## src/hw/rtl/pcl_pkg.sv

```systemverilog
// Shared types, constants and the microcode ROM for the PWM command line parser.
package pcl_pkg;

   // Character codes
   localparam logic [7:0] CHAR_CR     = 8'h0D;
   localparam logic [7:0] CHAR_LF     = 8'h0A;
   localparam logic [7:0] CHAR_ZERO   = 8'h30;
   localparam logic [7:0] CHAR_NINE   = 8'h39;
   localparam logic [7:0] CHAR_F_UP   = 8'h46;
   localparam logic [7:0] CHAR_F_LOW  = 8'h66;
   localparam logic [7:0] CHAR_D_UP   = 8'h44;
   localparam logic [7:0] CHAR_D_LOW  = 8'h64;

   // Widths of the datapath
   localparam int CLOCK_W = 26;
   localparam int FREQ_W  = 13;
   localparam int DUTY_W  = 10;
   localparam int PSC_W   = 16;
   localparam int DIV_W   = 23;   // frequency * 1000 stays below 2^23
   localparam int ACC_W   = 32;
   localparam int CNT_W   = 5;

   // Limits and reset values
   localparam logic [FREQ_W-1:0]  FREQ_MAX      = 13'd8000;
   localparam logic [FREQ_W-1:0]  FREQ_MIN      = 13'd1;
   localparam logic [FREQ_W-1:0]  FREQ_RESET    = 13'd1000;
   localparam logic [DUTY_W-1:0]  DUTY_MAX      = 10'd1000;
   localparam logic [DUTY_W-1:0]  DUTY_RESET    = 10'd500;
   localparam logic [9:0]         PERIOD_COUNTS = 10'd1000;
   localparam logic [PSC_W-1:0]   PSC_MAX       = 16'hFFFF;
   localparam logic [CLOCK_W-1:0] CLOCK_RESET   = 26'd8000000;
   localparam logic [CNT_W-1:0]   DIV_STEPS     = 5'd26;

   // Result status codes
   typedef enum logic [1:0] {
      STATUS_FREQ    = 2'd0,
      STATUS_DUTY    = 2'd1,
      STATUS_UNKNOWN = 2'd2
   } status_type;

   // Datapath operations driven by one control word
   typedef enum logic [2:0] {
      OP_NONE,
      OP_LATCH,
      OP_CHAR,
      OP_APPLY,
      OP_DIV_LOAD,
      OP_DIV_STEP,
      OP_EMIT
   } op_type;

   // Jump conditions; the jump is taken when the condition holds
   typedef enum logic [2:0] {
      COND_NEVER,
      COND_ALWAYS,
      COND_NO_REQUEST,
      COND_NO_ACTION,
      COND_DIV_MORE,
      COND_OUT_BUSY
   } cond_type;

   typedef logic [2:0] step_type;

   localparam step_type STEP_WAIT     = 3'd0;
   localparam step_type STEP_CHAR     = 3'd1;
   localparam step_type STEP_APPLY    = 3'd2;
   localparam step_type STEP_DIV_LOAD = 3'd3;
   localparam step_type STEP_DIV      = 3'd4;
   localparam step_type STEP_EMIT     = 3'd5;
   localparam step_type STEP_DONE     = 3'd6;

   typedef struct packed {
      logic     ready;
      op_type   op;
      cond_type cond;
      step_type target;
   } ctrl_word_type;

   // Microcode program
   function automatic ctrl_word_type rom_word(input step_type step);
      ctrl_word_type w;
      unique case (step)
         STEP_WAIT:     w = '{1'b1, OP_LATCH,    COND_NO_REQUEST, STEP_WAIT};
         STEP_CHAR:     w = '{1'b0, OP_CHAR,     COND_NO_ACTION,  STEP_WAIT};
         STEP_APPLY:    w = '{1'b0, OP_APPLY,    COND_NEVER,      STEP_WAIT};
         STEP_DIV_LOAD: w = '{1'b0, OP_DIV_LOAD, COND_NEVER,      STEP_WAIT};
         STEP_DIV:      w = '{1'b0, OP_DIV_STEP, COND_DIV_MORE,   STEP_DIV};
         STEP_EMIT:     w = '{1'b0, OP_EMIT,     COND_OUT_BUSY,   STEP_EMIT};
         STEP_DONE:     w = '{1'b0, OP_NONE,     COND_ALWAYS,     STEP_WAIT};
         default:       w = '{1'b0, OP_NONE,     COND_ALWAYS,     STEP_WAIT};
      endcase
      return w;
   endfunction

endpackage

```

## src/hw/rtl/pwm_command_line_parser.sv

```systemverilog
// Top level of the PWM command line parser: microcode sequencer and its datapath.
//
// Usage: each request on req_ carries one received serial byte. Bytes build a
// command line of up to LINE_CHARS characters (extra ones are dropped). A CR
// or LF ending a non-empty line whose later characters are all digits acts on
// the line and produces one result on rsp_: status in rsp_tuser, applied
// frequency, duty and timer prescaler in rsp_tdata. Other lines produce none.
// csr_wr_en/csr_wr_data load the timer clock frequency in hertz.
//
// Steps: an ordinary character passes the character step and returns to the
// wait step, where the next request can be taken. A line end that acts then
// passes the apply and divider-load steps, the 26 iterations of the
// one-bit-per-cycle prescaler divider, the emit step that raises rsp_tvalid
// and the done step. A line end that does not act returns like a character.
// The result sits in an output register; if the receiver stalls, the sequencer
// waits in its emit step until the earlier result is taken.
// Reset: line state cleared, frequency 1000 Hz, duty 500, clock 8 MHz, and
// the sequencer starts at its wait step with no result pending.
module pwm_command_line_parser #(
   parameter int LINE_CHARS = 15
) (
   input  logic        clock,
   input  logic        reset,
   // configuration
   input  logic        csr_wr_en,
   input  logic [pcl_pkg::CLOCK_W-1:0] csr_wr_data,   // core_clock_hz
   // request channel
   input  logic        req_tvalid,
   output logic        req_tready,
   input  logic [7:0]  req_tdata,                     // [7:0] rx_byte
   // result channel
   output logic        rsp_tvalid,
   input  logic        rsp_tready,
   output logic [39:0] rsp_tdata,   // [12:0] frequency_hz, [22:13] duty_permille,
                                    // [38:23] prescaler, [39] zero
   output logic [1:0]  rsp_tuser    // [1:0] status
);
   import pcl_pkg::*;

   localparam int LEN_W = $clog2(LINE_CHARS + 1);
   localparam logic [LEN_W-1:0] LINE_MAX = LEN_W'(LINE_CHARS);

   // Sequencer
   step_type      step_ff, step_in;
   ctrl_word_type cw;
   logic          jump;

   // Datapath registers
   logic [CLOCK_W-1:0] clock_hz_ff, clock_hz_in;
   logic [7:0]         byte_ff, byte_in;
   logic [LEN_W-1:0]   len_ff, len_in;
   logic [7:0]         letter_ff, letter_in;
   logic [ACC_W-1:0]   acc_ff, acc_in;
   logic               bad_ff, bad_in;
   logic [FREQ_W-1:0]  freq_ff, freq_in;
   logic [DUTY_W-1:0]  duty_ff, duty_in;
   status_type         status_ff, status_in;
   logic [DIV_W-1:0]   divisor_ff, divisor_in;
   logic [DIV_W-1:0]   rem_ff, rem_in;
   logic [CLOCK_W-1:0] quot_ff, quot_in;
   logic [CNT_W-1:0]   cnt_ff, cnt_in;
   logic               rsp_valid_ff, rsp_valid_in;
   logic [39:0]        rsp_data_ff, rsp_data_in;
   logic [1:0]         rsp_user_ff, rsp_user_in;

   // Helpers
   logic               line_end;
   logic               is_digit;
   logic               req_fire;
   logic               out_busy;
   logic [DIV_W:0]     trial;
   logic [DIV_W:0]     trial_diff;
   logic [ACC_W-1:0]   acc_next;
   logic [PSC_W-1:0]   psc;
   logic [CLOCK_W-1:0] quot_m1;
   logic [FREQ_W-1:0]  freq_cmd;
   logic [DUTY_W-1:0]  duty_cmd;

   assign cw         = rom_word(step_ff);
   assign req_tready = cw.ready;
   assign req_fire   = req_tvalid & cw.ready;
   assign out_busy   = rsp_valid_ff & ~rsp_tready;
   assign line_end   = (byte_ff == CHAR_CR) || (byte_ff == CHAR_LF);
   assign is_digit   = (byte_ff >= CHAR_ZERO) && (byte_ff <= CHAR_NINE);
   assign acc_next   = (acc_ff << 3) + (acc_ff << 1) + ACC_W'(byte_ff - CHAR_ZERO);
   assign trial      = {rem_ff, quot_ff[CLOCK_W-1]};
   assign trial_diff = trial - {1'b0, divisor_ff};
   assign quot_m1    = quot_ff - CLOCK_W'(1);

   // Clamp the accumulated value for each command
   always_comb begin
      if (acc_ff == '0) begin
         freq_cmd = FREQ_MIN;
      end else if (acc_ff > ACC_W'(FREQ_MAX)) begin
         freq_cmd = FREQ_MAX;
      end else begin
         freq_cmd = acc_ff[FREQ_W-1:0];
      end
      if (acc_ff > ACC_W'(DUTY_MAX)) begin
         duty_cmd = DUTY_MAX;
      end else begin
         duty_cmd = acc_ff[DUTY_W-1:0];
      end
   end

   // Prescaler from the quotient: at least one, minus one, capped
   always_comb begin
      if (quot_ff == '0) begin
         psc = '0;
      end else if (quot_m1 > CLOCK_W'(PSC_MAX)) begin
         psc = PSC_MAX;
      end else begin
         psc = quot_m1[PSC_W-1:0];
      end
   end

   // Evaluate the jump condition and pick the next step
   always_comb begin
      case (cw.cond)
         COND_NEVER:      jump = 1'b0;
         COND_ALWAYS:     jump = 1'b1;
         COND_NO_REQUEST: jump = ~req_tvalid;
         COND_NO_ACTION:  jump = ~line_end || (len_ff == '0) || bad_ff;
         COND_DIV_MORE:   jump = (cnt_ff != CNT_W'(1));
         COND_OUT_BUSY:   jump = out_busy;
         default:         jump = 1'b1;
      endcase
      step_in = jump ? cw.target : step_type'(step_ff + step_type'(1));
   end

   // Datapath operations
   always_comb begin
      clock_hz_in = csr_wr_en ? csr_wr_data : clock_hz_ff;
      byte_in     = byte_ff;
      len_in      = len_ff;
      letter_in   = letter_ff;
      acc_in      = acc_ff;
      bad_in      = bad_ff;
      freq_in     = freq_ff;
      duty_in     = duty_ff;
      status_in   = status_ff;
      divisor_in  = divisor_ff;
      rem_in      = rem_ff;
      quot_in     = quot_ff;
      cnt_in      = cnt_ff;
      rsp_data_in = rsp_data_ff;
      rsp_user_in = rsp_user_ff;
      rsp_valid_in = rsp_tready ? 1'b0 : rsp_valid_ff;

      case (cw.op)
         OP_LATCH: begin
            if (req_fire) begin
               byte_in = req_tdata;
            end
         end
         OP_CHAR: begin
            if (!line_end) begin
               // Store the character while the line has room
               if (len_ff < LINE_MAX) begin
                  if (len_ff == '0) begin
                     letter_in = byte_ff;
                  end else if (is_digit) begin
                     acc_in = acc_next;
                  end else begin
                     bad_in = 1'b1;
                  end
                  len_in = len_ff + LEN_W'(1);
               end
            end else if ((len_ff == '0) || bad_ff) begin
               // Drop the line without a result
               len_in    = '0;
               letter_in = '0;
               acc_in    = '0;
               bad_in    = 1'b0;
            end
         end
         OP_APPLY: begin
            if ((letter_ff == CHAR_F_UP) || (letter_ff == CHAR_F_LOW)) begin
               freq_in   = freq_cmd;
               status_in = STATUS_FREQ;
            end else if ((letter_ff == CHAR_D_UP) || (letter_ff == CHAR_D_LOW)) begin
               duty_in   = duty_cmd;
               status_in = STATUS_DUTY;
            end else begin
               status_in = STATUS_UNKNOWN;
            end
            len_in    = '0;
            letter_in = '0;
            acc_in    = '0;
            bad_in    = 1'b0;
         end
         OP_DIV_LOAD: begin
            divisor_in = DIV_W'(freq_ff) * DIV_W'(PERIOD_COUNTS);
            rem_in     = '0;
            quot_in    = clock_hz_ff;
            cnt_in     = DIV_STEPS;
         end
         OP_DIV_STEP: begin
            // One restoring division step
            if (!trial_diff[DIV_W]) begin
               rem_in  = trial_diff[DIV_W-1:0];
               quot_in = {quot_ff[CLOCK_W-2:0], 1'b1};
            end else begin
               rem_in  = trial[DIV_W-1:0];
               quot_in = {quot_ff[CLOCK_W-2:0], 1'b0};
            end
            cnt_in = cnt_ff - CNT_W'(1);
         end
         OP_EMIT: begin
            if (!out_busy) begin
               rsp_valid_in = 1'b1;
               rsp_data_in  = {1'b0, psc, duty_ff, freq_ff};
               rsp_user_in  = status_ff;
            end
         end
         default: begin
         end
      endcase
   end

   // Control and state registers
   always_ff @(posedge clock) begin
      if (reset) begin
         step_ff      <= STEP_WAIT;
         clock_hz_ff  <= CLOCK_RESET;
         len_ff       <= '0;
         letter_ff    <= '0;
         acc_ff       <= '0;
         bad_ff       <= 1'b0;
         freq_ff      <= FREQ_RESET;
         duty_ff      <= DUTY_RESET;
         rsp_valid_ff <= 1'b0;
         cnt_ff       <= '0;
      end else begin
         step_ff      <= step_in;
         clock_hz_ff  <= clock_hz_in;
         len_ff       <= len_in;
         letter_ff    <= letter_in;
         acc_ff       <= acc_in;
         bad_ff       <= bad_in;
         freq_ff      <= freq_in;
         duty_ff      <= duty_in;
         rsp_valid_ff <= rsp_valid_in;
         cnt_ff       <= cnt_in;
      end
   end

   // Payload registers
   always_ff @(posedge clock) begin
      byte_ff     <= byte_in;
      status_ff   <= status_in;
      divisor_ff  <= divisor_in;
      rem_ff      <= rem_in;
      quot_ff     <= quot_in;
      rsp_data_ff <= rsp_data_in;
      rsp_user_ff <= rsp_user_in;
   end

   assign rsp_tvalid = rsp_valid_ff;
   assign rsp_tdata  = rsp_data_ff;
   assign rsp_tuser  = rsp_user_ff;

endmodule

```

## config.mk

```make
export PLATFORM = sky130hd
export DESIGN_NAME = pwm_command_line_parser
export DESIGN_NICKNAME = d
export VERILOG_FILES = /design/src/hw/rtl/pcl_pkg.sv /design/src/hw/rtl/pwm_command_line_parser.sv
export SDC_FILE = /design/constraint.sdc
export NUM_CORES = 1
export LEC_CHECK = 0
export ABC_AREA = 1
export BUFFER_PORTS_ARGS = -buffer_cell sky130_fd_sc_hd__buf_4
export CORE_MARGIN = 10
export CORE_UTILIZATION = 40
export DETAILED_ROUTE_END_ITERATION = 8
export MAX_ROUTING_LAYER = met4
export PLACE_DENSITY_LB_ADDON = 0.15
export SYNTH_ARGS = -nofsm -noshare
export SYNTH_HDL_FRONTEND = slang
export SYNTH_SLANG_ARGS = --single-unit
```

## constraint.sdc

```tcl
create_clock -name clock -period 9 [get_ports clock]
set_clock_uncertainty 0.2 [all_clocks]
set_input_delay 0.9 -clock clock [delete_from_list [all_inputs] [get_ports clock]]
set_output_delay 0.9 -clock clock [all_outputs]
set_load 0.01 [all_outputs]
```

## Word-level counts from Yosys, hierarchy flattened

Cells that the tools add are included.

| cells by class | value |
|---|---|
| reductions and logical operators | 22 |
| muxes and demuxes | 37 |
| shift operators | 0 |
| bitwise gates (word level) | 7 |
| divide/modulo/power cells | 0 |
| $mul | 1 |
| equality and inequality tests | 28 |
| magnitude comparators | 6 |
| add/subtract/negate cells | 8 |

Operators with widths:

| operator | number |
|---|---|
| 32-bit two-way mux | 5 |
| 32-bit adder | 2 |
| 32-bit one-hot mux with 2 select lines | 1 |
| 10-bit one-hot mux with 6 select lines | 1 |
| 26-bit one-hot mux with 2 select lines | 1 |
| 23-bit one-hot mux with 2 select lines | 1 |
| 8-bit by 7-bit equality test with 1-bit output, second input constant | 4 |
| 32-bit by 10-bit greater-than comparator with 1-bit output, second input constant | 1 |
| 32-bit by 13-bit greater-than comparator with 1-bit output, second input constant | 1 |
| 32-bit zero test | 1 |
| 8-bit two-way mux | 4 |
| 26-bit by 16-bit greater-than comparator with 1-bit output, second input constant | 1 |
| 26-bit zero test | 1 |
| 13-bit two-way mux | 2 |
| 26-bit by 1-bit subtractor with 26-bit output, second input constant | 1 |
| 24-bit by 23-bit subtractor with 24-bit output | 1 |
| 23-bit two-way mux | 1 |
| 3-bit equality test, second input constant | 7 |
| 13-bit by 7-bit multiplier with 20-bit output, second input constant | 1 |
| 3-bit by 2-bit equality test with 1-bit output, second input constant | 6 |
| 3-bit != test, second input constant | 6 |
| 8-bit by 4-bit equality test with 1-bit output, second input constant | 2 |
| 16-bit two-way mux | 1 |
| 8-bit one-hot mux with 2 select lines | 1 |
| other kinds (29) | 56 |

| storage, ports and cells | value |
|---|---|
| logic and storage cells | 127 |
| bits in latches | 0 |
| input port bits | 39 |
| RAM bits | 0 |
| memories kept | 0 |
| register bits after elaboration | 223 |
| bits in read-only memories | 0 |

## Longest topological paths before layout

| logic depth | value |
|---|---|
| word-level depth | 7 |
| mapped depth | 18 |
| gate-level depth less buffers | 18 |

## Worst setup path before layout

OpenSTA, ideal clock, no wires.

| timing path | value |
|---|---|
| path type | register to register |
| start | register byte_ff[4] |
| end | register acc_ff[18] |
| clock period less this slack | 4.294 ns |
| required time | 8.660 ns |
| path slack | 4.706 ns |
| data arrival time | 3.954 ns |
| stages on the path, launching flop included | 14 |
| cell sequence | edfxtp_1 -> ha_1 -> nor2_1 -> fa_1 -> ha_1 -> nand2_1 -> inv_1 -> a21oi_1 -> nand2_1 -> nand3_1 -> nand2_1 -> or2_2 -> nand3_2 -> a21oi_2 |

| on the way | value |
|---|---|
| longest elaborated chain between the ends | 7 |
| elaborated cells on any way between the ends | 18 |
| classes of those cells | add/sub: 2; order compare: 2; eq/ne: 6; mux: 5; reduce/logical: 3 |

Ends and longest elaborated chain:

| element | RTL line | source |
|---|---|---|
| start, declared | pwm_command_line_parser.sv:50 | `logic [7:0] byte_ff, byte_in;` |
| start signal, assigned | pwm_command_line_parser.sv:250 | `byte_ff <= byte_in;` |
| 8-bit by 6-bit subtractor with 9-bit output | pwm_command_line_parser.sv:85 | `assign acc_next = (acc_ff << 3) + (acc_ff << 1) + ACC_W'(byte_ff - CHAR_ZERO);` |
| 32-bit adder | pwm_command_line_parser.sv:85 |  |
| 32-bit two-way mux | pwm_command_line_parser.sv:162 | `end else if (is_digit) begin` |
| 32-bit two-way mux | pwm_command_line_parser.sv:160 | `if (len_ff == '0) begin` |
| 32-bit two-way mux | pwm_command_line_parser.sv:159 | `if (len_ff < LINE_MAX) begin` |
| 32-bit two-way mux | pwm_command_line_parser.sv:157 | `if (!line_end) begin` |
| 32-bit one-hot mux with 2 select lines | pwm_command_line_parser.sv:150 | `case (cw.op)` |
| end signal, assigned | pwm_command_line_parser.sv:239 | `acc_ff <= acc_in;` |
| end, declared | pwm_command_line_parser.sv:53 | `logic [ACC_W-1:0] acc_ff, acc_in;` |

Several ways; a longest one is shown, not always the timed one. The select of a mux whose other input is x is not followed.
A chain may end at the register's enable or synchronous reset.

## Worst setup path in the final report

| timing path | value |
|---|---|
| start | register freq_ff[3] |
| end | register divisor_ff[16] (data pin) |

| on the way | value |
|---|---|
| longest elaborated chain between the ends | 1 |

Ends and longest elaborated chain:

| element | RTL line | source |
|---|---|---|
| start, declared | pwm_command_line_parser.sv:55 | `logic [FREQ_W-1:0] freq_ff, freq_in;` |
| start signal, assigned | pwm_command_line_parser.sv:241 | `freq_ff <= freq_in;` |
| 13-bit by 7-bit multiplier with 20-bit output | pwm_command_line_parser.sv:193 | `divisor_in = DIV_W'(freq_ff) * DIV_W'(PERIOD_COUNTS);` |
| end signal, assigned | pwm_command_line_parser.sv:252 | `divisor_ff <= divisor_in;` |
| end, declared | pwm_command_line_parser.sv:58 | `logic [DIV_W-1:0] divisor_ff, divisor_in;` |

Every way passes these cells.

==> results.cfg <==
[status]
status = finished, final reports clean

[final_layout]
final_common_cell = nand2_1
antennaDiodeCount = 0
final_nets = 2303
drive_gt1_share_pct = 9.85
area_growth_pct = 12.8
seqCellArea_um2 = 5650
fill_cells = 3979
layout_common_cells = 500 x nand2_1, 304 x inv_1, 212 x nor2_1
multi_input_area_um2 = 8830

[drt]
first_pass_iters = 6
wl_per_cell_um = 14.9
vias = 12700
drt_iter0_markers = 722
ant_nets = 0
post_drt_via_cell_ratio = 4.84
drt-total-wl_um = 39000
drcViolationCount = 0

[job]
cap_viol_max_count = 0

[cts]
ctsHoldBuffers = 0
path_clk_slew_ns = 0.06
cts_root_buffer = clkbuf_16
numCtsBuffers = 27
cts_tree = done
cts_setup_buffers = 0
clk_path_buf_depth = 3
cts_resized = 0
cts.sinks = 222
htree_levels = 1
clk_latency_ns = 0.57

[worst_setup_path]
crit_fanout = 6
crit_type = reg -> reg
crit_required_ns = 9.12
cpMaxStageDelayCell = fa_1
path_common_cell = fa_1
critPathMaxStageDelay_ns = 0.54
crit_path_start_kind = flop
worstPathCellList = inv_1 -> fa_1 -> fa_1 -> fa_1 -> fa_1 -> inv_1 -> ha_1 -> a21oi_1 -> a21boi_0 -> o21ai_0 -> a31oi_1 -> xnor2_1
cp-end-kind = flop
crit_arrival_ns = 4.56

[place]
post-place-ws_ns = 4.54
hpwl_um = 30600
place_congestion = 0.899
io_buffers = 81

[pwr]
ir_drop_mv = 0.168
power_leakage_nw = 8.20
power_density_nw_per_um2 = 266

[synthesis]
avgSynthCellArea_um2 = 7.91
synth_cell_types = 48
syn_area_um2 = 15800
syn_nets = 2225
synth_largest_area_cell = edfxtp_1
synthMuxAreaShare_pct = 0
ys_ff_latch = 222
yosysSeqAreaShare_pct = 35.6
synthXorXnorAreaFrac_pct = 3.15
synth_fa_ha_area_share_pct = 18.0
synth_compound_area_share_pct = 8.87
synth_top_family_by_area = simple AND/OR/NAND/NOR gates
syn_inst = 2002
synth.area.top_cells = edfxtp_1 23%, dfxtp_1 13%, nand2_1 12%, fa_1 9.1%, ha_1 8.8%
yosys.area_share.simple_pct = 25.7
synth_warnings = 0
synth.top_cell.area_share_pct = 22.8

[timing]
min_period_ns = 4.44
maxSlewHeadroom_pct = 43.9
fmax_mhz = 225
finalSetupTns_ns = 0
layout_setup_ws_ns = 4.56
final-hold-violation-count = 0
period_share_pct = 49.3
max_slew.worst_pin.slew_ns = 0.838
final-max-slew-violation-count = 0
rsz0062_at_grt = false
setup_viol = 0

[floorplan]
die_x_um = 219
start_util_pct = 40.7
ioPinCount = 83
coreArea_um2 = 38900
rows = 72
design.die.area_um2 = 48000
die_y_um = 219

[global_routing]
grt_first_pass_wirelength_um = 63600
grt_max_degree = 57
grt_pass1_vias = 12400
grt.total_usage_pct = 16.6
antenna_found_initial = 0
grt_overflow = 0

[hold_path]
min_path_type = reg -> reg
-- worst max-delay path: cells and delay by family, from the launching register on --
kind / cells / cell delay (ns)
xor+xnor: 1 / 0.08
fa+ha+maj: 5 / 2.33
flops: 1 / 0.46
buf+inv: 2 / 0.20
compound gates: 4 / 0.91
-- state kept, by name, indices dropped and copies added, names as in the netlist, 3 cells and up --
| signal | cells |
|---|---|
| byte_ff | 8 |
| rem_ff | 23 |
| clock_hz_ff | 26 |
| freq_ff | 13 |
| letter_ff | 7 |
| len_ff | 4 |
| acc_ff | 32 |
| divisor_ff | 20 |
| rsp_tdata | 39 |
| cnt_ff | 5 |
| quot_ff | 26 |
| duty_ff | 10 |
| step_ff | 3 |
-- synth_stat cells, drive strengths merged --
master,count
nand2,509
inv,312
nor2,232
edfxtp,120
a21oi,118
ha,112
nand3,107
dfxtp,102
o21ai,93
fa,72
nand4,46
xor2,42
buf,21
clkbuf,17
nor3,16
xnor2,15
nand3b,10
o21bai,8
or2,8
a31oi,7
o21a,5
a21boi,4
o211ai,4
o31ai,4
and2,3
o22ai,3
a211oi,2
a21o,2
nor3b,2
nor4,2
and3,1
clkinv,1
conb,1
o221ai,1
-- cell type report --
type / instances / share of cell area, %
well taps: 518 / 3.63
inverters: 313 / 6.58
multi-input cells: 1429 / 49.4
flip-flops and latches: 222 / 31.6
clock inverters: 8 / 0.540
repair buffers: 87 / 3.66
clock buffers: 42 / 4.55
-- worst paths after layout --
path,depth (start not counted),slack [ns],startpoint,to
worst max-delay path,12,4.56,freq_ff[3],divisor_ff[16]
worst min-delay path,0,0.22,duty_ff[3],rsp_tdata[16]
worst max register to register,12,4.56,freq_ff[3],divisor_ff[16]
worst min register to register,0,0.22,duty_ff[3],rsp_tdata[16]
-- kinds of logic (layout without fill, tap and decap cells) --
group	Yosys count	in the layout
compound gates	251	251
xor+xnor	57	57
fa+ha+maj	184	184
buf+inv	351	450
flops	222	222
other cells	1	1
simple gates	936	936
-- through the flow --
| step | total power [mW] | cell area, µm² | util, % | instances | hold WS, ns |
|---|---|---|---|---|---|
| 6_report | 4.74 | 17900 | 45.9 | 2619 | 0.219 |
| 5_1_grt | 5.14 | 17900 | 45.9 | 2619 | 0.241 |
| 4_1_cts | 4.79 | 17900 | 45.9 | 2619 | 0.223 |
| 3_5_place_dp | 3.66 | 16900 | 43.5 | 2569 | 0.208 |
| 3_3_place_gp | 3.64 | 16900 | 43.5 | 2569 | 0.209 |
| 2_1_floorplan | 3.09 | 15800 | - | 2002 | 0.200 |
-- power by group --
group          internal [mW]  leakage, nW  switching, mW
Clock                  0.655        0.447          0.457
Sequential              1.29         1.86          0.192
Combinational          0.727         5.89           1.42
-- metal layers --
| layer | vias up | wire length, µm | global-route usage, % |
|---|---|---|---|
| li1 | 6604 | - | - |
| met1 | 5883 | 17800 | 20.3 |
| met2 | 145 | 19100 | 28.6 |
| met3 | 51 | 1150 | 2.02 |
| met4 | 0 | 926 | 4.16 |
| met5 | - | 0 | - |
(Power assumes the default switching activity.)
